File: src/rtl/core/reciprocal_frequency_meter_unit_assert.svh
// Assertion macros for the reciprocal frequency meter.
// Included by the top level; needs no other file.
`ifndef RECIPROCAL_FREQUENCY_METER_UNIT_ASSERT_SVH
`define RECIPROCAL_FREQUENCY_METER_UNIT_ASSERT_SVH
`ifndef SYNTH
// Same-cycle implication.
`define RFM_ASSERT_NOW(label, clk, rst, ante, cons) \
   label: assert property (@(posedge clk) disable iff (rst) (ante) |-> (cons)) \
      else $error("rfm assertion failed");
// Next-cycle implication.
`define RFM_ASSERT_NEXT(label, clk, rst, ante, cons) \
   label: assert property (@(posedge clk) disable iff (rst) (ante) |=> (cons)) \
      else $error("rfm assertion failed");
`else
`define RFM_ASSERT_NOW(label, clk, rst, ante, cons)
`define RFM_ASSERT_NEXT(label, clk, rst, ante, cons)
`endif
`endif

File: src/rtl/core/rfm_pkg.sv
// Shared types and constants of the reciprocal frequency meter.
// No dependencies.
package rfm_pkg;

   localparam int unsigned DATA_W            = 32;
   localparam int unsigned CAPTURE_FIELD_W   = 16;
   localparam int unsigned COUNTER_WIDTH_DEF = 16;
   localparam int unsigned OVERFLOW_WIDTH_DEF = 16;
   localparam int unsigned DIV_STEP_W        = $clog2(DATA_W);

   localparam logic [DATA_W-1:0] TIMER_CLOCK_RESET = 32'd84000000;

   // Capture counter saturates once a full period can be measured.
   localparam logic [1:0] CAPTURES_ONE  = 2'h1;
   localparam logic [1:0] CAPTURES_FULL = 2'h2;

   // Event codes on the request channel.
   localparam logic OP_OVERFLOW = 1'b0;
   localparam logic OP_CAPTURE  = 1'b1;

   typedef enum logic [1:0] {
      ST_IDLE,
      ST_DIVIDE,
      ST_EMIT
   } rfm_state_type;

   typedef struct packed {
      logic start;
   } rfm_div_ctl_type;

   typedef struct packed {
      logic busy;
      logic done;
   } rfm_div_stat_type;

endpackage

File: src/rtl/core/rfm_req_if.sv
// Request channel: capture and overflow events.
// Depends on rfm_pkg.
interface rfm_req_if;
   logic                                valid;
   logic                                ready;
   logic                                operation;
   logic [rfm_pkg::CAPTURE_FIELD_W-1:0] captured_count;

   modport source (output valid, output operation, output captured_count, input ready);
   modport sink   (input valid, input operation, input captured_count, output ready);
endinterface

File: src/rtl/core/rfm_rsp_if.sv
// Response channel: period and frequency per capture.
// Depends on rfm_pkg.
interface rfm_rsp_if;
   logic                       valid;
   logic                       ready;
   logic [rfm_pkg::DATA_W-1:0] period_ticks;
   logic [rfm_pkg::DATA_W-1:0] frequency_hz;
   logic                       frequency_valid;

   modport source (output valid, output period_ticks, output frequency_hz,
                   output frequency_valid, input ready);
   modport sink   (input valid, input period_ticks, input frequency_hz,
                   input frequency_valid, output ready);
endinterface

File: src/rtl/core/rfm_divider.sv
// Radix-2 restoring divider, one quotient bit per cycle.
// Depends on rfm_pkg.
module rfm_divider (
   input  logic                       clock,
   input  logic                       reset,
   input  rfm_pkg::rfm_div_ctl_type   ctl,
   input  logic [rfm_pkg::DATA_W-1:0] dividend,
   input  logic [rfm_pkg::DATA_W-1:0] divisor,
   output rfm_pkg::rfm_div_stat_type  stat,
   output logic [rfm_pkg::DATA_W-1:0] quotient
);

   localparam int unsigned W = rfm_pkg::DATA_W;

   logic                              busy_ff, busy_in;
   logic                              done_ff, done_in;
   logic [rfm_pkg::DIV_STEP_W-1:0]    step_ff, step_in;
   logic [W:0]                        rem_ff, rem_in;
   logic [W-1:0]                      quo_ff, quo_in;
   logic [W-1:0]                      dvs_ff, dvs_in;
   logic [W:0]                        shifted;
   logic [W:0]                        trial;

   always_comb begin
      shifted = {rem_ff[W-1:0], quo_ff[W-1]};
      trial   = shifted - {1'b0, dvs_ff};
      busy_in = busy_ff;
      done_in = 1'b0;
      step_in = step_ff;
      rem_in  = rem_ff;
      quo_in  = quo_ff;
      dvs_in  = dvs_ff;
      if (ctl.start) begin
         busy_in = 1'b1;
         step_in = rfm_pkg::DIV_STEP_W'(W - 1);
         rem_in  = '0;
         quo_in  = dividend;
         dvs_in  = divisor;
      end else if (busy_ff) begin
         if (!trial[W]) begin
            rem_in = trial;
            quo_in = {quo_ff[W-2:0], 1'b1};
         end else begin
            rem_in = shifted;
            quo_in = {quo_ff[W-2:0], 1'b0};
         end
         step_in = step_ff - 1'b1;
         if (step_ff == '0) begin
            busy_in = 1'b0;
            done_in = 1'b1;
         end
      end
   end

   always_ff @(posedge clock) begin
      if (reset) begin
         busy_ff <= 1'b0;
         done_ff <= 1'b0;
      end else begin
         busy_ff <= busy_in;
         done_ff <= done_in;
      end
      step_ff <= step_in;
      rem_ff  <= rem_in;
      quo_ff  <= quo_in;
      dvs_ff  <= dvs_in;
   end

   assign stat.busy = busy_ff;
   assign stat.done = done_ff;
   assign quotient  = quo_ff;

endmodule

File: src/rtl/core/reciprocal_frequency_meter_unit.sv
// Reciprocal frequency meter: one response transaction per capture event.
// A capture with a valid period passes from accept through the 32 divider steps
// and done to emit; other captures pass from accept straight to emit.
// Overflow events produce no response. One event at a time; the radix-2 divider
// and the response sink set the rate. Synchronous active-high reset clears all
// counters, holds timer_clock_hz at 84 MHz and leaves the held frequency at 0.
// Depends on rfm_pkg, rfm_req_if, rfm_rsp_if, rfm_divider and the assert header.
`include "reciprocal_frequency_meter_unit_assert.svh"

module reciprocal_frequency_meter_unit #(
   parameter int unsigned COUNTER_WIDTH  = rfm_pkg::COUNTER_WIDTH_DEF,
   parameter int unsigned OVERFLOW_WIDTH = rfm_pkg::OVERFLOW_WIDTH_DEF
) (
   input  logic                       clock,
   input  logic                       reset,
   rfm_req_if.sink                    req_bus,
   rfm_rsp_if.source                  rsp_bus,
   input  logic                       csr_write_enable,
   input  logic [rfm_pkg::DATA_W-1:0] csr_write_data
);

   localparam int unsigned W = rfm_pkg::DATA_W;
   // Captured bits that survive the counter-width mask.
   localparam int unsigned CAP_W = (COUNTER_WIDTH < rfm_pkg::CAPTURE_FIELD_W) ?
                                   COUNTER_WIDTH : rfm_pkg::CAPTURE_FIELD_W;
   // Span width: room for overflows << COUNTER_WIDTH, at least 33 bits so the
   // saturation check always has bits above bit 31.
   localparam int unsigned RAW_W  = OVERFLOW_WIDTH + COUNTER_WIDTH;
   localparam int unsigned SPAN_W = ((RAW_W > W) ? RAW_W : W) + 1;

   // ---------------------------------------------------------------------
   // Registers
   // ---------------------------------------------------------------------
   rfm_pkg::rfm_state_type    state_ff, state_in;
   logic [W-1:0]              timer_clock_ff;
   logic [CAP_W-1:0]          last_capture_ff, last_capture_in;
   logic [OVERFLOW_WIDTH-1:0] overflow_ff, overflow_in;
   logic [1:0]                captures_ff, captures_in;
   logic [W-1:0]              held_freq_ff, held_freq_in;
   logic [W-1:0]              period_ff, period_in;
   logic                      valid_ff, valid_in;

   // Response holding register: frees the core while the sink stalls.
   logic                      rsp_valid_ff, rsp_valid_in;
   logic [W-1:0]              rsp_period_ff, rsp_period_in;
   logic [W-1:0]              rsp_freq_ff, rsp_freq_in;
   logic                      rsp_fvalid_ff, rsp_fvalid_in;

   // ---------------------------------------------------------------------
   // Period arithmetic on the accepted capture
   // ---------------------------------------------------------------------
   logic [CAP_W-1:0]  cap_masked;
   logic [SPAN_W-1:0] span;
   logic [SPAN_W-1:0] last_wide;
   logic [SPAN_W-1:0] diff;
   logic              backward;
   logic              too_long;
   logic [W-1:0]      period_new;
   logic              valid_new;

   assign cap_masked = req_bus.captured_count[CAP_W-1:0];
   assign span       = (SPAN_W'(overflow_ff) << COUNTER_WIDTH) + SPAN_W'(cap_masked);
   assign last_wide  = SPAN_W'(last_capture_ff);
   assign backward   = span < last_wide;
   assign diff       = span - last_wide;
   assign too_long   = |diff[SPAN_W-1:W];

   always_comb begin
      if (backward) begin
         period_new = '0;
      end else if (too_long) begin
         period_new = '1;
      end else begin
         period_new = diff[W-1:0];
      end
   end

   // Valid once a second capture is seen (count already nonzero) and the period is nonzero.
   assign valid_new = (captures_ff != 2'h0) && (period_new != '0);

   // ---------------------------------------------------------------------
   // Divider: timer_clock_hz / period
   // ---------------------------------------------------------------------
   rfm_pkg::rfm_div_ctl_type  div_ctl;
   rfm_pkg::rfm_div_stat_type div_stat;
   logic [W-1:0]              div_quotient;

   rfm_divider u_divider (
      .clock    (clock),
      .reset    (reset),
      .ctl      (div_ctl),
      .dividend (timer_clock_ff),
      .divisor  (period_new),
      .stat     (div_stat),
      .quotient (div_quotient)
   );

   // ---------------------------------------------------------------------
   // Sequencer
   // ---------------------------------------------------------------------
   logic req_fire;
   logic rsp_slot_free;

   assign req_bus.ready = (state_ff == rfm_pkg::ST_IDLE);
   assign req_fire      = req_bus.valid && req_bus.ready;
   assign rsp_slot_free = !rsp_valid_ff || rsp_bus.ready;

   always_comb begin
      state_in        = state_ff;
      last_capture_in = last_capture_ff;
      overflow_in     = overflow_ff;
      captures_in     = captures_ff;
      held_freq_in    = held_freq_ff;
      period_in       = period_ff;
      valid_in        = valid_ff;
      div_ctl.start   = 1'b0;
      rsp_valid_in    = rsp_valid_ff && !rsp_bus.ready;
      rsp_period_in   = rsp_period_ff;
      rsp_freq_in     = rsp_freq_ff;
      rsp_fvalid_in   = rsp_fvalid_ff;

      unique case (state_ff)
         rfm_pkg::ST_IDLE: begin
            if (req_fire) begin
               unique case (req_bus.operation)
                  rfm_pkg::OP_OVERFLOW: begin
                     // Saturating overflow count; no response.
                     if (overflow_ff != '1) begin
                        overflow_in = overflow_ff + 1'b1;
                     end
                  end
                  rfm_pkg::OP_CAPTURE: begin
                     last_capture_in = cap_masked;
                     overflow_in     = '0;
                     if (captures_ff != rfm_pkg::CAPTURES_FULL) begin
                        captures_in = captures_ff + rfm_pkg::CAPTURES_ONE;
                     end
                     period_in = period_new;
                     valid_in  = valid_new;
                     if (valid_new) begin
                        div_ctl.start = 1'b1;
                        state_in      = rfm_pkg::ST_DIVIDE;
                     end else begin
                        state_in = rfm_pkg::ST_EMIT;
                     end
                  end
                  default: ;
               endcase
            end
         end
         rfm_pkg::ST_DIVIDE: begin
            if (div_stat.done) begin
               held_freq_in = div_quotient;
               state_in     = rfm_pkg::ST_EMIT;
            end
         end
         rfm_pkg::ST_EMIT: begin
            // held_freq_ff already carries the new quotient on a valid period.
            if (rsp_slot_free) begin
               rsp_valid_in  = 1'b1;
               rsp_period_in = period_ff;
               rsp_freq_in   = held_freq_ff;
               rsp_fvalid_in = valid_ff;
               state_in      = rfm_pkg::ST_IDLE;
            end
         end
         default: state_in = rfm_pkg::ST_IDLE;
      endcase
   end

   always_ff @(posedge clock) begin
      if (reset) begin
         state_ff        <= rfm_pkg::ST_IDLE;
         timer_clock_ff  <= rfm_pkg::TIMER_CLOCK_RESET;
         last_capture_ff <= '0;
         overflow_ff     <= '0;
         captures_ff     <= '0;
         held_freq_ff    <= '0;
         rsp_valid_ff    <= 1'b0;
      end else begin
         state_ff        <= state_in;
         if (csr_write_enable) begin
            timer_clock_ff <= csr_write_data;
         end
         last_capture_ff <= last_capture_in;
         overflow_ff     <= overflow_in;
         captures_ff     <= captures_in;
         held_freq_ff    <= held_freq_in;
         rsp_valid_ff    <= rsp_valid_in;
      end
      period_ff     <= period_in;
      valid_ff      <= valid_in;
      rsp_period_ff <= rsp_period_in;
      rsp_freq_ff   <= rsp_freq_in;
      rsp_fvalid_ff <= rsp_fvalid_in;
   end

   assign rsp_bus.valid           = rsp_valid_ff;
   assign rsp_bus.period_ticks    = rsp_period_ff;
   assign rsp_bus.frequency_hz    = rsp_freq_ff;
   assign rsp_bus.frequency_valid = rsp_fvalid_ff;

   // ---------------------------------------------------------------------
   // Assertions
   // ---------------------------------------------------------------------
   // The divider is never running while new events are taken.
   `RFM_ASSERT_NOW(a_idle_div_quiet, clock, reset, req_bus.ready, !div_stat.busy)
   // Divider completion only lands in the divide state.
   `RFM_ASSERT_NOW(a_done_in_divide, clock, reset, div_stat.done,
                   state_ff == rfm_pkg::ST_DIVIDE)
   // A capture transaction always leaves idle.
   `RFM_ASSERT_NEXT(a_capture_busy, clock, reset,
                    req_fire && (req_bus.operation == rfm_pkg::OP_CAPTURE),
                    state_ff != rfm_pkg::ST_IDLE)
   // A valid frequency is never reported against a zero period.
   `RFM_ASSERT_NOW(a_valid_period, clock, reset,
                   rsp_bus.valid && rsp_bus.frequency_valid, rsp_bus.period_ticks != '0)

endmodule
File: src/flat_wrapper.sv
// flat-port wrapper written by rule: the top's interface ports become plain ports
module reciprocal_frequency_meter_unit_flat 
#(
   parameter int unsigned COUNTER_WIDTH  = rfm_pkg::COUNTER_WIDTH_DEF,
   parameter int unsigned OVERFLOW_WIDTH = rfm_pkg::OVERFLOW_WIDTH_DEF
)
  (clock, reset, csr_write_enable, csr_write_data, req_bus_valid, req_bus_operation, req_bus_captured_count, req_bus_ready, rsp_bus_valid, rsp_bus_period_ticks, rsp_bus_frequency_hz, rsp_bus_frequency_valid, rsp_bus_ready);
  rfm_req_if req_bus_i ();
  rfm_rsp_if rsp_bus_i ();
  input  logic clock;
  input  logic reset;
  input  logic csr_write_enable;
  input  logic [rfm_pkg::DATA_W-1:0] csr_write_data;
  input wire logic [$bits(req_bus_i.valid)-1:0] req_bus_valid;
  input wire logic [$bits(req_bus_i.operation)-1:0] req_bus_operation;
  input wire logic [$bits(req_bus_i.captured_count)-1:0] req_bus_captured_count;
  output wire logic [$bits(req_bus_i.ready)-1:0] req_bus_ready;
  output wire logic [$bits(rsp_bus_i.valid)-1:0] rsp_bus_valid;
  output wire logic [$bits(rsp_bus_i.period_ticks)-1:0] rsp_bus_period_ticks;
  output wire logic [$bits(rsp_bus_i.frequency_hz)-1:0] rsp_bus_frequency_hz;
  output wire logic [$bits(rsp_bus_i.frequency_valid)-1:0] rsp_bus_frequency_valid;
  input wire logic [$bits(rsp_bus_i.ready)-1:0] rsp_bus_ready;
  assign req_bus_i.valid = req_bus_valid;
  assign req_bus_i.operation = req_bus_operation;
  assign req_bus_i.captured_count = req_bus_captured_count;
  assign req_bus_ready = req_bus_i.ready;
  assign rsp_bus_valid = rsp_bus_i.valid;
  assign rsp_bus_period_ticks = rsp_bus_i.period_ticks;
  assign rsp_bus_frequency_hz = rsp_bus_i.frequency_hz;
  assign rsp_bus_frequency_valid = rsp_bus_i.frequency_valid;
  assign rsp_bus_i.ready = rsp_bus_ready;
  reciprocal_frequency_meter_unit #(.COUNTER_WIDTH(COUNTER_WIDTH), .OVERFLOW_WIDTH(OVERFLOW_WIDTH)) u_core (.clock(clock), .reset(reset), .req_bus(req_bus_i), .rsp_bus(rsp_bus_i), .csr_write_enable(csr_write_enable), .csr_write_data(csr_write_data));
endmodule
File: config.mk
export PLATFORM = sky130hd
export DESIGN_NAME = reciprocal_frequency_meter_unit_flat
export DESIGN_NICKNAME = d
export VERILOG_FILES = /design/src/rtl/core/rfm_pkg.sv /design/src/rtl/core/rfm_req_if.sv /design/src/rtl/core/rfm_rsp_if.sv /design/src/rtl/core/rfm_divider.sv /design/src/rtl/core/reciprocal_frequency_meter_unit.sv /design/src/flat_wrapper.sv
export VERILOG_INCLUDE_DIRS = /design/src /design/src/rtl/core
export SDC_FILE = /design/constraint.sdc
export NUM_CORES = 1
export LEC_CHECK = 0
export ABC_AREA = 1
export BUFFER_PORTS_ARGS = -buffer_cell sky130_fd_sc_hd__buf_4
export CORE_MARGIN = 2
export CORE_UTILIZATION = 40
export DETAILED_ROUTE_END_ITERATION = 6
export PLACE_DENSITY_LB_ADDON = 0.1
export SYNTH_ARGS = -nofsm -noshare
export SYNTH_HDL_FRONTEND = slang
export SYNTH_SLANG_ARGS = --single-unit
File: constraint.sdc
create_clock -name clock -period 6.15 [get_ports clock]
set_clock_uncertainty 0.1 [all_clocks]
set_input_delay 0.615 -clock clock [delete_from_list [all_inputs] [get_ports clock]]
set_output_delay 0.615 -clock clock [all_outputs]
set_load 0.005 [all_outputs]
==> impl_metrics.toml <==
[run_status]
status = "complete, no violations"

[routing]
ant_nets = 0
drt-initial-drc-count = 707
wl_per_cell_um = 15.7
num_vias = 12300
vias_per_cell = 4.82
drt_pre_antenna_iters = 5
drc = 0
drt_wl_total_um = 39900

[cts]
clkSlewWorstSetupHoldPaths_ns = 0.07
clockBufferDepth = 3
clkLatencyLatePin_ns = 0.55
cts_setup_buffers = 0
cts_hold_buffers = 0
cts.sinks = 302
root_buffer = "clkbuf_16"
cts_resized = 0
cts_buffers = 36
htreeDepth = 2
cts_tree = "yes"

[global_routing]
use_met3_pct = 3.83
grtUsageMet1_pct = 29.3
antenna_found_initial = 0
grt_pass1_vias = 11500
grt_pass1_wl_um = 62900
track_usage_pct = 20.3
grt_max_degree = 65
grt_util_met2_pct = 31.0
grt_overflow = 0
grt_busiest_layer = "met2"

[timing]
hold_viol = 0
fin_setup_tns_ns = 0
fmax_mhz = 224
slew_headroom_pct = 20.0
worst_pin_slew_ns = 1.20
rsz0062_at_grt = "false"
fin_crit_sh_pct = 72.7
slew_viol_final = 0
period_needed_ns = 4.47
finalSetupViolCount = 0
finalWorstSetupSlack_ns = 1.68

[cells_and_area]
nNetsFinal = 2119
seqCellArea_um2 = 7670
multi_input_area_um2 = 6310
drive_gt1_share_pct = 12.6
area_growth_pct = 16.2
n_antenna_cell = 0
fill_cells = 3764

[yosys]
synth_area_leaders = "edfxtp_1 (32%), dfxtp_1 (18%), nand2_1 (13%), inv_1 (6.2%), ha_1 (4.5%)"
yosysSeqAreaShare_pct = 49.9
syn_inst = 1902
synth_common_cells = "nand2_1 (523), inv_1 (254), edfxtp_1 (162)"
synth_seq_cells = 302
ys_warn_count = 0
async_reset_ff_share_pct = 0
synth_fp_nets = 2013
yosysUniqueCellTypes = 40
synth_edf_count = 162
syn-cell-area_um2 = 15400
synth_top_area_share_pct = 31.6
synth_top_area_cell = "edfxtp_1"
synth_ff_type = "edfxtp_1"
synthMostInstantiatedCell = "nand2_1"
synth.avg_cell_area_um2 = 8.08

[setup_path]
worstRegToRegCells = 22
cp_data_required_time_ns = 6.45
startpoint_type = "flip-flop"
critPathTopFamily = "simple AND/OR/NAND/NOR gates"
crit_chain = "inv_1, ha_1, nand2_1, inv_2, nand2_1, nand2_1, clkinv_1, nand3_1, nand2_1, nand3_2, nand2_1, nand2_1, nor2_1, nand2_1, nor2_1, nand2_2, buf_4, nand3_4, buf_4, buf_4, nand2_1, nand2_1"
worstSetupEndpointType = "flip-flop"
r2r-start = "u_core.last_capture_ff[8]"
crit_arrival_ns = 4.78
max_stage_delay_ns = 0.55
cpMostUsedCell = "nand2_1"
crit_fanout = 40
critPathKind = "reg2reg"
reg2reg_slack_ns = 1.68
cp_slowest_cell = "buf_4"
timing.rr.end = "u_core.u_divider.quotient[23]"
cp.buffers_inverters = 6

[placement]
pre_cts_ws_ns = 1.23
place_congestion = 0.939
hpwl_um = 29300
port_buffers = 120

[min_path]
min_path_type = "in2reg"
min_path_cells = 3
hold_end = "u_core.timer_clock_ff[26]"
holdCritStartpoint = "csr_write_data[26]"

[power_and_ir_drop]
ir_worst_vdd_mv = 0.199
power.density_nw_per_um2 = 299
p_leak_nw = 8.30

[run]
cap_violations = 0

[floorplanning]
die_x_um = 200
dieArea_um2 = 40000
coreArea_um2 = 37800
initial_core_util_pct = 40.7
io_pins = 121
die_y_um = 200
num_rows = 71
==> worst max path at each step <==
| stage | start | to | cells after the start |
|---|---|---|---|
| 6_report | u_core.last_capture_ff[8] | u_core.u_divider.quotient[23] | 22 |
| 5_1_grt | u_core.last_capture_ff[5] | u_core.u_divider.dvs_ff[24] | 17 |
| 4_1_cts | u_core.last_capture_ff[5] | u_core.u_divider.dvs_ff[27] | 17 |
| 3_5_place_dp | req_bus_captured_count[5] | u_core.u_divider.dvs_ff[21] | 17 |
| 3_3_place_gp | req_bus_captured_count[5] | u_core.u_divider.dvs_ff[21] | 17 |
| 2_1_floorplan | req_bus_captured_count[0] | u_core.u_divider.quotient[0] | 24 |
==> metal layers <==
metal / vias up / wire (µm)
li1: 6366 / -
met2: 203 / 17700
met4: 0 / 924
met3: 71 / 1910
met5: - / 0
met1: 5627 / 19300
==> state kept, by name, summed over array words and instances, names as in the netlist, 2 cells and up <==
name	count
u_core.held_freq_ff	32
u_core.period_ff	32
u_core.rsp_bus.frequency_hz	32
u_core.rsp_bus.period_ticks	32
u_core.timer_clock_ff	32
u_core.u_divider.dvs_ff	32
u_core.u_divider.quotient	32
u_core.u_divider.rem_ff	32
u_core.last_capture_ff	16
u_core.overflow_ff	16
u_core.u_divider.step_ff	5
u_core.captures_ff	2
u_core.state_ff	2
==> layout make-up <==
type	count	area share, %
sequential	302	42.9
multi-input combinational	1247	35.3
inverter	288	6.05
timing repair buffer	133	5.59
clock buffer	46	5.49
tap	511	3.58
clock inverter	20	1.02
==> worst register-to-register path, stage by stage, from the launching register on <==
cell and delay, ns:
dfxtp_1 0.31, inv_1 0.05, ha_1 0.33, nand2_1 0.15, inv_2 0.05, nand2_1 0.06, nand2_1 0.08, clkinv_1 0.05
nand3_1 0.10, nand2_1 0.19, nand3_2 0.48, nand2_1 0.30, nand2_1 0.08, nor2_1 0.10, nand2_1 0.07, nor2_1 0.21
nand2_2 0.08, buf_4 0.26, nand3_4 0.12, buf_4 0.37, buf_4 0.56, nand2_1 0.16, nand2_1 0.10
==> metrics by stage <==
step	hold WS [ns]	total power, mW	util (%)	instance area (µm²)	cells
2_1_floorplan	0.300	2.99	-	15400	1902
3_3_place_gp	0.302	3.28	44.2	16700	2481
3_5_place_dp	0.305	3.29	44.2	16700	2481
4_1_cts	0.158	5.40	47.3	17900	2547
5_1_grt	0.176	5.61	47.3	17900	2547
6_report	0.189	5.34	47.3	17900	2547
==> cells by family (layout without fill, tap and decap cells) <==
logic type | after synthesis | count (layout) | share of synthesized area, %
flops | 302 | 302 | 49.9
xor+xnor | 44 | 44 | 2.51
compound gates | 246 | 246 | 8.48
fa+ha+maj | 57 | 57 | 4.74
buf+inv | 353 | 487 | 9.26
simple gates | 900 | 900 | 25.1
==> cells in the final DEF, fill, tap and decap left out, drive strengths merged <==
cell      Yosys  final
a21oi       111    111
nor3         18     18
clkinv        2     12
buf          20    133
a21boi        4      4
xnor2        23     23
nand3b       36     36
dfxtp       140    140
clkbuf       45     46
or2           3      3
nand4        40     40
ha           55     55
o2111a        1      1
a221oi        2      2
nand2       548    548
o21a          1      1
o21ai       107    107
fa            2      2
edfxtp      162    162
a21o          8      8
xor2         21     21
o21bai        4      4
inv         286    293
clkinvlp      0      1
and3          1      1
a211oi        3      3
o221ai        1      1
bufinv        0      2
and2          1      1
nor2        151    151
nor4          6      6
nand3        96     96
a31oi         4      4
==> report_power, final <==
group / internal (mW) / total, mW / switching, mW
Combinational: 0.284 / 0.860 / 0.576
Clock: 1.23 / 2.09 / 0.867
Sequential: 2.32 / 2.38 / 0.0626
Total: 3.83 / 5.34 / 1.51
Note: power is estimated with default switching activity, not from simulation.
